--- config.mk ---
export PLATFORM = sky130hd
export DESIGN_NAME = shadow_edge_extruder_2d_flat
export DESIGN_NICKNAME = d
export VERILOG_FILES = /design/src/sv/sede_pkg.sv /design/src/sv/sede_vtx_if.sv /design/src/sv/sede_res_if.sv /design/src/sv/sede_cfg_if.sv /design/src/sv/sede_extrude.sv /design/src/sv/shadow_edge_extruder_2d.sv /design/src/flat_wrapper.sv
export VERILOG_INCLUDE_DIRS = /design/src /design/src/sv
export SDC_FILE = /design/constraint.sdc
export NUM_CORES = 2
export LEC_CHECK = 0
export ABC_AREA = 1
export BUFFER_PORTS_ARGS = -buffer_cell sky130_fd_sc_hd__buf_4
export CORE_MARGIN = 5
export CORE_UTILIZATION = 63
export DETAILED_ROUTE_END_ITERATION = 10
export PLACE_DENSITY = 0.81
export SETUP_SLACK_MARGIN = 0.4
export SLEW_MARGIN = 20
export SYNTH_ARGS = -nofsm -noshare
export SYNTH_HDL_FRONTEND = slang
export SYNTH_SLANG_ARGS = --single-unit
export TNS_END_PERCENT = 1
--- constraint.sdc ---
create_clock -name clk -period 13.1 [get_ports clk]
set_clock_uncertainty 0.15 [all_clocks]
set_input_delay 0 -clock clk [delete_from_list [all_inputs] [get_ports clk]]
set_output_delay 0 -clock clk [all_outputs]
set_load 0.005 [all_outputs]
--- src/sv/assert_macros.svh ---
// Assertion macros used by shadow_edge_extruder_2d.
`ifndef ASSERT_MACROS_SVH
`define ASSERT_MACROS_SVH
`ifndef SYNTHESIS
`define SEDE_ASSERT_ALWAYS(lbl, clk, rstn, expr) \
	lbl: assert property (@(posedge clk) disable iff (!rstn) (expr)) \
		else $error("invariant violated");
`define SEDE_ASSERT_IMPLIES(lbl, clk, rstn, ante, cons) \
	lbl: assert property (@(posedge clk) disable iff (!rstn) (ante) |-> (cons)) \
		else $error("implication violated");
`define SEDE_ASSERT_NEXT(lbl, clk, rstn, ante, cons) \
	lbl: assert property (@(posedge clk) disable iff (!rstn) (ante) |=> (cons)) \
		else $error("next-cycle implication violated");
`else
`define SEDE_ASSERT_ALWAYS(lbl, clk, rstn, expr)
`define SEDE_ASSERT_IMPLIES(lbl, clk, rstn, ante, cons)
`define SEDE_ASSERT_NEXT(lbl, clk, rstn, ante, cons)
`endif
`endif

--- src/sv/sede_pkg.sv ---
package sede_pkg;
	localparam int COORD_W = 16;
	localparam int REG_IDX_W = 2;
	localparam int UNIT_W = 15;

	typedef logic signed [COORD_W-1:0] coord_t;

	typedef enum logic [REG_IDX_W-1:0] {
		REG_LIGHT_X = 2'd0,
		REG_LIGHT_Y = 2'd1,
		REG_SHADOW_LEN = 2'd2
	} reg_idx_t;

	typedef enum logic [3:0] {
		EX_IDLE,
		EX_SQX,
		EX_SQY,
		EX_ROOT,
		EX_LDX,
		EX_DIVX,
		EX_LDY,
		EX_DIVY,
		EX_PUSHX,
		EX_PUSHY
	} ext_state_t;

	typedef enum logic [1:0] {
		T_IDLE,
		T_EXS,
		T_EXE,
		T_OUT
	} top_state_t;

	typedef struct packed {
		logic start;
		coord_t px;
		coord_t py;
	} ext_req_t;

	typedef struct packed {
		logic done;
		coord_t ox;
		coord_t oy;
	} ext_rsp_t;
endpackage

--- src/sv/sede_vtx_if.sv ---
interface sede_vtx_if;
	import sede_pkg::*;
	logic valid;
	logic ready;
	coord_t vertex_x;
	coord_t vertex_y;
	logic last_vertex;
	modport source (output valid, vertex_x, vertex_y, last_vertex, input ready);
	modport sink (input valid, vertex_x, vertex_y, last_vertex, output ready);
endinterface

--- src/sv/sede_res_if.sv ---
interface sede_res_if;
	import sede_pkg::*;
	logic valid;
	logic ready;
	coord_t edge_start_x;
	coord_t edge_start_y;
	coord_t edge_end_x;
	coord_t edge_end_y;
	coord_t extrude_start_x;
	coord_t extrude_start_y;
	coord_t extrude_end_x;
	coord_t extrude_end_y;
	logic polygon_done;
	modport source (output valid, edge_start_x, edge_start_y, edge_end_x, edge_end_y,
		extrude_start_x, extrude_start_y, extrude_end_x, extrude_end_y, polygon_done,
		input ready);
	modport sink (input valid, edge_start_x, edge_start_y, edge_end_x, edge_end_y,
		extrude_start_x, extrude_start_y, extrude_end_x, extrude_end_y, polygon_done,
		output ready);
endinterface

--- src/sv/sede_cfg_if.sv ---
interface sede_cfg_if;
	import sede_pkg::*;
	logic valid;
	logic ready;
	logic [REG_IDX_W-1:0] reg_index;
	logic [COORD_W-1:0] wdata;
	modport source (output valid, reg_index, wdata, input ready);
	modport sink (input valid, reg_index, wdata, output ready);
endinterface

--- src/sv/sede_extrude.sv ---
module sede_extrude (
	input logic clk,
	input logic arst_n,
	input sede_pkg::ext_req_t req,
	input sede_pkg::coord_t light_x,
	input sede_pkg::coord_t light_y,
	input logic [sede_pkg::COORD_W-1:0] shadow_len,
	output sede_pkg::ext_rsp_t rsp
);
	import sede_pkg::*;

	ext_state_t state_q, state_d;
	logic [4:0] cnt_q;
	logic nx_q, ny_q;
	logic [15:0] ax_q, ay_q;
	coord_t vx_q, vy_q, ox_q, oy_q;
	logic [32:0] sum_q;
	logic [63:0] n_q;
	logic [32:0] rem_q;
	logic [31:0] root_q;
	logic [32:0] r_q;
	logic [16:0] nb_q;
	logic [16:0] quo_q;
	logic [UNIT_W-1:0] ux_q, uy_q;
	logic done_q;

	logic signed [16:0] dx, dy;
	logic [16:0] adx, ady;
	logic [15:0] mul_a, mul_b;
	logic [31:0] prod;
	logic [34:0] rem_n, trial;
	logic [46:0] num;
	logic [32:0] r_n;
	logic [16:0] quo_n;
	logic [UNIT_W-1:0] unit_n;
	logic [31:0] off_sum;
	logic [16:0] off;
	logic signed [17:0] push_sum;
	coord_t push_sat;
	logic push_neg;
	coord_t push_v;

	assign dx = 17'(signed'({req.px[COORD_W-1], req.px})) -
		17'(signed'({light_x[COORD_W-1], light_x}));
	assign dy = 17'(signed'({req.py[COORD_W-1], req.py})) -
		17'(signed'({light_y[COORD_W-1], light_y}));
	assign adx = dx[16] ? 17'(-dx) : 17'(dx);
	assign ady = dy[16] ? 17'(-dy) : 17'(dy);

	always_comb begin
		case (state_q)
			EX_SQX: begin
				mul_a = ax_q;
				mul_b = ax_q;
			end
			EX_SQY: begin
				mul_a = ay_q;
				mul_b = ay_q;
			end
			EX_PUSHX: begin
				mul_a = shadow_len;
				mul_b = {1'b0, ux_q};
			end
			EX_PUSHY: begin
				mul_a = shadow_len;
				mul_b = {1'b0, uy_q};
			end
			default: begin
				mul_a = '0;
				mul_b = '0;
			end
		endcase
	end
	assign prod = mul_a * mul_b;

	assign rem_n = {rem_q[32:0], n_q[63:62]};
	assign trial = {1'b0, root_q, 2'b01};

	assign num = {1'b0, (state_q == EX_LDX) ? ax_q : ay_q, 30'b0} + {16'b0, root_q[31:1]};
	assign r_n = {r_q[31:0], nb_q[16]};
	assign quo_n = {quo_q[15:0], (r_n >= {1'b0, root_q})};
	assign unit_n = (root_q == '0) ? '0 :
		(quo_n > 17'd32767) ? UNIT_W'(32767) : quo_n[UNIT_W-1:0];

	assign off_sum = prod + 32'd16384;
	assign off = off_sum[31:15];
	assign push_neg = (state_q == EX_PUSHX) ? nx_q : ny_q;
	assign push_v = (state_q == EX_PUSHX) ? vx_q : vy_q;
	assign push_sum = push_neg ?
		18'(signed'({{2{push_v[COORD_W-1]}}, push_v})) - 18'(signed'({1'b0, off})) :
		18'(signed'({{2{push_v[COORD_W-1]}}, push_v})) + 18'(signed'({1'b0, off}));
	always_comb begin
		if (push_sum[17:15] == 3'b000 || push_sum[17:15] == 3'b111) begin
			push_sat = push_sum[15:0];
		end else if (push_sum[17]) begin
			push_sat = coord_t'(16'sh8000);
		end else begin
			push_sat = coord_t'(16'sh7fff);
		end
	end

	always_comb begin
		state_d = state_q;
		case (state_q)
			EX_IDLE: if (req.start) state_d = EX_SQX;
			EX_SQX: state_d = EX_SQY;
			EX_SQY: state_d = EX_ROOT;
			EX_ROOT: if (cnt_q == '0) state_d = EX_LDX;
			EX_LDX: state_d = EX_DIVX;
			EX_DIVX: if (cnt_q == '0) state_d = EX_LDY;
			EX_LDY: state_d = EX_DIVY;
			EX_DIVY: if (cnt_q == '0) state_d = EX_PUSHX;
			EX_PUSHX: state_d = EX_PUSHY;
			EX_PUSHY: state_d = EX_IDLE;
			default: state_d = EX_IDLE;
		endcase
	end

	always_ff @(posedge clk or negedge arst_n) begin
		if (!arst_n) begin
			state_q <= EX_IDLE;
			done_q <= 1'b0;
		end else begin
			state_q <= state_d;
			done_q <= (state_q == EX_PUSHY);
		end
	end

	always_ff @(posedge clk) begin
		case (state_q)
			EX_IDLE: begin
				vx_q <= req.px;
				vy_q <= req.py;
				nx_q <= dx[16];
				ny_q <= dy[16];
				ax_q <= adx[15:0];
				ay_q <= ady[15:0];
			end
			EX_SQX: sum_q <= {1'b0, prod};
			EX_SQY: begin
				n_q <= {1'b0, sum_q + {1'b0, prod}, 30'b0};
				rem_q <= '0;
				root_q <= '0;
				cnt_q <= 5'd31;
			end
			EX_ROOT: begin
				if (rem_n >= trial) begin
					rem_q <= 33'(rem_n - trial);
					root_q <= {root_q[30:0], 1'b1};
				end else begin
					rem_q <= rem_n[32:0];
					root_q <= {root_q[30:0], 1'b0};
				end
				n_q <= {n_q[61:0], 2'b00};
				cnt_q <= cnt_q - 5'd1;
			end
			EX_LDX, EX_LDY: begin
				r_q <= {3'b0, num[46:17]};
				nb_q <= num[16:0];
				quo_q <= '0;
				cnt_q <= 5'd16;
			end
			EX_DIVX, EX_DIVY: begin
				r_q <= quo_n[0] ? 33'(r_n - {1'b0, root_q}) : r_n;
				nb_q <= {nb_q[15:0], 1'b0};
				quo_q <= quo_n;
				cnt_q <= cnt_q - 5'd1;
				if (cnt_q == '0) begin
					if (state_q == EX_DIVX) ux_q <= unit_n;
					else uy_q <= unit_n;
				end
			end
			EX_PUSHX: ox_q <= push_sat;
			EX_PUSHY: oy_q <= push_sat;
			default: ;
		endcase
	end

	assign rsp.done = done_q;
	assign rsp.ox = ox_q;
	assign rsp.oy = oy_q;
endmodule

--- src/sv/shadow_edge_extruder_2d.sv ---
// Channel  Role   Payload
// vtx      sink   vertex_x, vertex_y, last_vertex
// res      source edge endpoints, extruded endpoints, polygon_done
// cfg      sink   reg_index, wdata (always ready)
// A vertex that opens a polygon, and is not also its last, is only stored. Each edge extrudes two
// endpoints in turn in the shared square-root and divide unit, each endpoint taking 32 root steps and
// two 17-step divisions; the last vertex of a longer polygon also computes the closing edge to the first.
// Vertices are not taken while an edge is computed or waits on res.
// Reset clears the light, length and polygon state at once.
`include "assert_macros.svh"
module shadow_edge_extruder_2d (
	input logic clk,
	input logic arst_n,
	sede_vtx_if.sink vtx,
	sede_res_if.source res,
	sede_cfg_if.sink cfg
);
	import sede_pkg::*;

	top_state_t state_q, state_d;
	coord_t light_x_q, light_y_q;
	logic [COORD_W-1:0] shadow_len_q;
	coord_t first_x_q, first_y_q, prev_x_q, prev_y_q, cur_x_q, cur_y_q;
	logic have_first_q, close_q;
	coord_t es_x_q, es_y_q, ee_x_q, ee_y_q;
	coord_t xs_x_q, xs_y_q, xe_x_q, xe_y_q;
	logic done_flag_q;
	logic go_q;
	logic vtx_xfer, res_xfer, edge_now;
	ext_req_t req;
	ext_rsp_t rsp;

	assign vtx_xfer = vtx.valid && vtx.ready;
	assign res_xfer = res.valid && res.ready;
	assign edge_now = have_first_q || vtx.last_vertex;

	always_comb begin
		state_d = state_q;
		vtx.ready = 1'b0;
		res.valid = 1'b0;
		case (state_q)
			T_IDLE: begin
				vtx.ready = 1'b1;
				if (vtx.valid && edge_now) state_d = T_EXS;
			end
			T_EXS: if (rsp.done) state_d = T_EXE;
			T_EXE: if (rsp.done) state_d = T_OUT;
			T_OUT: begin
				res.valid = 1'b1;
				if (res.ready) state_d = close_q ? T_EXS : T_IDLE;
			end
			default: state_d = T_IDLE;
		endcase
	end

	always_ff @(posedge clk or negedge arst_n) begin
		if (!arst_n) begin
			state_q <= T_IDLE;
			go_q <= 1'b0;
			have_first_q <= 1'b0;
			close_q <= 1'b0;
			light_x_q <= '0;
			light_y_q <= '0;
			shadow_len_q <= '0;
		end else begin
			state_q <= state_d;
			go_q <= (state_d != state_q) && (state_d == T_EXS || state_d == T_EXE);
			if (cfg.valid) begin
				case (cfg.reg_index)
					REG_LIGHT_X: light_x_q <= cfg.wdata;
					REG_LIGHT_Y: light_y_q <= cfg.wdata;
					REG_SHADOW_LEN: shadow_len_q <= cfg.wdata;
					default: ;
				endcase
			end
			if (vtx_xfer) begin
				if (!have_first_q) begin
					have_first_q <= !vtx.last_vertex;
					close_q <= 1'b0;
				end else begin
					close_q <= vtx.last_vertex;
					if (vtx.last_vertex) have_first_q <= 1'b0;
				end
			end else if (res_xfer) begin
				close_q <= 1'b0;
			end
		end
	end

	always_ff @(posedge clk) begin
		if (vtx_xfer) begin
			prev_x_q <= vtx.vertex_x;
			prev_y_q <= vtx.vertex_y;
			cur_x_q <= vtx.vertex_x;
			cur_y_q <= vtx.vertex_y;
			if (!have_first_q) begin
				first_x_q <= vtx.vertex_x;
				first_y_q <= vtx.vertex_y;
				es_x_q <= vtx.vertex_x;
				es_y_q <= vtx.vertex_y;
				ee_x_q <= vtx.vertex_x;
				ee_y_q <= vtx.vertex_y;
				done_flag_q <= 1'b1;
			end else begin
				es_x_q <= prev_x_q;
				es_y_q <= prev_y_q;
				ee_x_q <= vtx.vertex_x;
				ee_y_q <= vtx.vertex_y;
				done_flag_q <= 1'b0;
			end
		end else if (res_xfer && close_q) begin
			es_x_q <= cur_x_q;
			es_y_q <= cur_y_q;
			ee_x_q <= first_x_q;
			ee_y_q <= first_y_q;
			done_flag_q <= 1'b1;
		end
		if (state_q == T_EXS && rsp.done) begin
			xs_x_q <= rsp.ox;
			xs_y_q <= rsp.oy;
		end
		if (state_q == T_EXE && rsp.done) begin
			xe_x_q <= rsp.ox;
			xe_y_q <= rsp.oy;
		end
	end

	assign req.start = go_q;
	assign req.px = (state_q == T_EXE) ? ee_x_q : es_x_q;
	assign req.py = (state_q == T_EXE) ? ee_y_q : es_y_q;

	sede_extrude u_extrude (
		.clk(clk),
		.arst_n(arst_n),
		.req(req),
		.light_x(light_x_q),
		.light_y(light_y_q),
		.shadow_len(shadow_len_q),
		.rsp(rsp)
	);

	assign cfg.ready = 1'b1;
	assign res.edge_start_x = es_x_q;
	assign res.edge_start_y = es_y_q;
	assign res.edge_end_x = ee_x_q;
	assign res.edge_end_y = ee_y_q;
	assign res.extrude_start_x = xs_x_q;
	assign res.extrude_start_y = xs_y_q;
	assign res.extrude_end_x = xe_x_q;
	assign res.extrude_end_y = xe_y_q;
	assign res.polygon_done = done_flag_q;

	`SEDE_ASSERT_ALWAYS(a_one_side, clk, arst_n, !(vtx.ready && res.valid))
	`SEDE_ASSERT_IMPLIES(a_close_clears, clk, arst_n, res.valid && res.polygon_done, !have_first_q && !close_q)
	`SEDE_ASSERT_IMPLIES(a_done_busy, clk, arst_n, rsp.done, state_q == T_EXS || state_q == T_EXE)
	`SEDE_ASSERT_NEXT(a_edge_starts, clk, arst_n, vtx_xfer && edge_now, state_q == T_EXS && go_q)
endmodule

--- src/flat_wrapper.sv ---
// flat-port wrapper written by rule: the top's interface ports become plain ports
module shadow_edge_extruder_2d_flat import sede_pkg::*;
  (clk, arst_n, vtx_valid, vtx_vertex_x, vtx_vertex_y, vtx_last_vertex, vtx_ready, res_valid, res_edge_start_x, res_edge_start_y, res_edge_end_x, res_edge_end_y, res_extrude_start_x, res_extrude_start_y, res_extrude_end_x, res_extrude_end_y, res_polygon_done, res_ready, cfg_valid, cfg_reg_index, cfg_wdata, cfg_ready);
  sede_vtx_if vtx_i ();
  sede_res_if res_i ();
  sede_cfg_if cfg_i ();
  input logic clk;
  input logic arst_n;
  input wire logic [$bits(vtx_i.valid)-1:0] vtx_valid;
  input wire logic [$bits(vtx_i.vertex_x)-1:0] vtx_vertex_x;
  input wire logic [$bits(vtx_i.vertex_y)-1:0] vtx_vertex_y;
  input wire logic [$bits(vtx_i.last_vertex)-1:0] vtx_last_vertex;
  output wire logic [$bits(vtx_i.ready)-1:0] vtx_ready;
  output wire logic [$bits(res_i.valid)-1:0] res_valid;
  output wire logic [$bits(res_i.edge_start_x)-1:0] res_edge_start_x;
  output wire logic [$bits(res_i.edge_start_y)-1:0] res_edge_start_y;
  output wire logic [$bits(res_i.edge_end_x)-1:0] res_edge_end_x;
  output wire logic [$bits(res_i.edge_end_y)-1:0] res_edge_end_y;
  output wire logic [$bits(res_i.extrude_start_x)-1:0] res_extrude_start_x;
  output wire logic [$bits(res_i.extrude_start_y)-1:0] res_extrude_start_y;
  output wire logic [$bits(res_i.extrude_end_x)-1:0] res_extrude_end_x;
  output wire logic [$bits(res_i.extrude_end_y)-1:0] res_extrude_end_y;
  output wire logic [$bits(res_i.polygon_done)-1:0] res_polygon_done;
  input wire logic [$bits(res_i.ready)-1:0] res_ready;
  input wire logic [$bits(cfg_i.valid)-1:0] cfg_valid;
  input wire logic [$bits(cfg_i.reg_index)-1:0] cfg_reg_index;
  input wire logic [$bits(cfg_i.wdata)-1:0] cfg_wdata;
  output wire logic [$bits(cfg_i.ready)-1:0] cfg_ready;
  assign vtx_i.valid = vtx_valid;
  assign vtx_i.vertex_x = vtx_vertex_x;
  assign vtx_i.vertex_y = vtx_vertex_y;
  assign vtx_i.last_vertex = vtx_last_vertex;
  assign vtx_ready = vtx_i.ready;
  assign res_valid = res_i.valid;
  assign res_edge_start_x = res_i.edge_start_x;
  assign res_edge_start_y = res_i.edge_start_y;
  assign res_edge_end_x = res_i.edge_end_x;
  assign res_edge_end_y = res_i.edge_end_y;
  assign res_extrude_start_x = res_i.extrude_start_x;
  assign res_extrude_start_y = res_i.extrude_start_y;
  assign res_extrude_end_x = res_i.extrude_end_x;
  assign res_extrude_end_y = res_i.extrude_end_y;
  assign res_polygon_done = res_i.polygon_done;
  assign res_i.ready = res_ready;
  assign cfg_i.valid = cfg_valid;
  assign cfg_i.reg_index = cfg_reg_index;
  assign cfg_i.wdata = cfg_wdata;
  assign cfg_ready = cfg_i.ready;
  shadow_edge_extruder_2d u_core (.clk(clk), .arst_n(arst_n), .vtx(vtx_i), .res(res_i), .cfg(cfg_i));
endmodule
==> impl_metrics.yaml <==
worst_setup_path:
  cp_num_buf_inv: 9
  required_ps: 13300
  crit_family: "adder cells"
  cp.arrival_ps: 11960
  cp_max_fo: 16
  start_kind: "flop"
  cpMostUsedCell: "nand2_1"
  cp_slowest_stage_delay_ps: 890
  crit_type: "flop to flop"
  cpMaxStageDelayCell: "a21oi_1"
  crit_path_end_kind: "flop"
layout:
  diodes: 0
  seq_area_um2: 17100
  layout_common_cells: "nand2_1 (1,107), inv_1 (686), edfxtp_1 (522), nor2_1 (384), ha_1 (259)"
  nFillCells: 4783
  finalNonFillerCells: 5712
  fin_util: 0.716
  multiInputGateArea_um2: 20600
  layout.nets: 5322
  drive_gt1_frac: 0.107
  area_delta_synth_final_pct: 13.0
  final_common_cell: "nand2_1"
floorplanning:
  die_w_um: 264
  rows: 93
  initial_core_util: 0.634
  core_um2: 64200
  dieArea_um2: 69800
  die_h_um: 264
  num_io_pins: 188
synthesis:
  synth_edf_count: 522
  yosysUniqueCellTypes: 61
  ys_seq_elements: 580
  synth_area_leaders: "edfxtp_1 (39%), nand2_1 (10%), fa_1 (9.8%)"
  synth_flop_cell: "edfxtp_1"
  syn-cell-area_um2: 40700
  synth_top_cell_by_area: "edfxtp_1"
  syn_nets: 5049
  syn-instance-count: 4535
  async_flop_share: 0.100
  syn_area_per_cell_um2: 8.98
  synth_top_area_frac: 0.385
  ys_warn_count: 0
  yosysSeqAreaShare: 0.421
power:
  power.leakage_uw: 0.0210
  ir_drop_mv: 0.148
  powerDensity_nw_per_um2: 114
cts:
  postCtsSetupBuffers: 0
  htreeDepth: 2
  postCtsHoldBufs: 87
  cts_sinks: 580
  cts.clk_slew.worst_paths_ps: 60
  clockBufferDepth: 3
  cts_buffers: 59
  root_buffer: "clkbuf_16"
  clk_latency_ps: 650
  ctsResizeCount: 0
  cts_tree: "yes"
sta:
  finalCriticalPeriod_ps: 11770
  fmax_mhz: 85.0
  slew_headroom: 0.236
  report.final.slew_viol_count: 0
  setup_violations: 0
  tightestPinTransition_ps: 1150
  fin_crit_sh: 0.898
  setup_tns_ps: 0
  hold_violations: 0
  rsz0062_at_grt: "no"
hold_path:
  min_path_type: "input pin to flop"
detailed_routing:
  initialDrtViolationCount: 2923
  num_vias: 32830
  wirelength_mm: 112
  top_layer: "met5"
  wl_per_cell_um: 19.7
  dr.pass1.iters: 6
  dr_wl_met3_mm: 9.73
  ant_nets: 0
  drc: 0
  wl_met2_mm: 53.0
  wl_met1_mm: 44.3
  viasPerCell: 5.75
grt:
  grt_pass1_vias: 32744
  antenna_found_initial: 1
  gr-total-overflow: 0
  grt_max_degree: 82
  grtUsageTotal: 0.318
  grt_pass1_wl_mm: 177
place:
  placed_cells: 5515
  numPortBuffers: 186
  place_congestion: 0.995
  place_hpwl_mm: 82.6
run_status:
  outcome: "completed"
job:
  max-cap-violations: 0
state kept, by name, summed over array words and instances (netlist names), 17 cells and up:
signal,cells
u_core.u_extrude.n_q,34
u_core.u_extrude.rem_q,33
u_core.u_extrude.r_q,32
u_core.u_extrude.root_q,32
u_core.u_extrude.sum_q,32
u_core.u_extrude.nb_q,17
per-layer routing:
metal  up-vias  track usage
li1      15387            -
met1     15602        0.417
met2      1541        0.528
met3       298       0.0592
met4         2        0.125
met5         -            0
stage by stage:
step	instance area (µm²)	setup WS, ps	total power [µW]	hold WS [ps]
CTS	46000	1510	5210	4.67
global placement	43100	1710	3430	-45.9
floorplan	40700	2630	3180	-446
global route	46000	450	5490	40.3
detailed placement	43100	1580	3460	-39.8
finish	46000	1330	5230	27.2
synth_stat cells (47+ instances only):
cell type	n
xnor2_1	69
nor2_1	396
dfrtp_1	58
nand2_2	47
mux2_2	62
ha_1	259
xor2_1	94
o21ai_0	221
edfxtp_1	522
inv_1	687
clkbuf_1	78
nand3_1	130
nand2_1	1108
fa_1	199
a21oi_1	244
cells by family (layout without fill, tap and decap cells):
logic type / after synthesis / in the layout / share of synthesized area
XOR/XNOR: 164 / 164 / 0.0355
AO/OA/AOI/OAI: 598 / 598 / 0.0816
multiplexers: 63 / 63 / 0.0174
flip-flops: 580 / 580 / 0.421
buffers and inverters: 804 / 1126 / 0.0748
adder cells (fa/ha/maj): 458 / 458 / 0.177
AND/OR/NAND/NOR: 1867 / 1867 / 0.192
other: 1 / 1 / 0.0000921
worst min-delay path, delay by kind of cell:
| family | cells | cell delay (ps) |
|---|---|---|
| buffers and inverters | 2 | 630 |
| AND/OR/NAND/NOR | 2 | 90 |
power breakdown:
group	switching (µW)	internal (µW)	leakage (µW)	total, µW
Combinational	720	474	0.0144	1190
Clock	755	988	0.000961	1740
Sequential	79.2	2220	0.00561	2300
final timing paths:
kind,cells past startpoint,slack [ps],startpoint,endpoint
worst min register to register,0,310,u_core.u_extrude.oy_q[8],u_core.res.extrude_end_y[8]
max in group asynchronous,4,12150,arst_n,u_core.u_extrude.state_q[2]
worst min-delay path,4,30,vtx_vertex_x[2],u_core.res.edge_end_x[2]
min in group asynchronous,4,350,arst_n,u_core.u_extrude.done_q
worst max register to register,47,1330,u_core.u_extrude.state_q[1],u_core.u_extrude.ox_q[12]
worst max-delay path,47,1330,u_core.u_extrude.state_q[1],u_core.u_extrude.ox_q[12]
area by class of cell:
class                   instances  share of cell area
multi-input cells            3151               0.449
flip-flops and latches        580               0.372
repair buffers                305              0.0549
inverters                     711              0.0580
clock buffers                  68              0.0328
well taps                     855              0.0233
clock inverters                42              0.0101
Note: power is estimated with default switching activity, not from simulation.
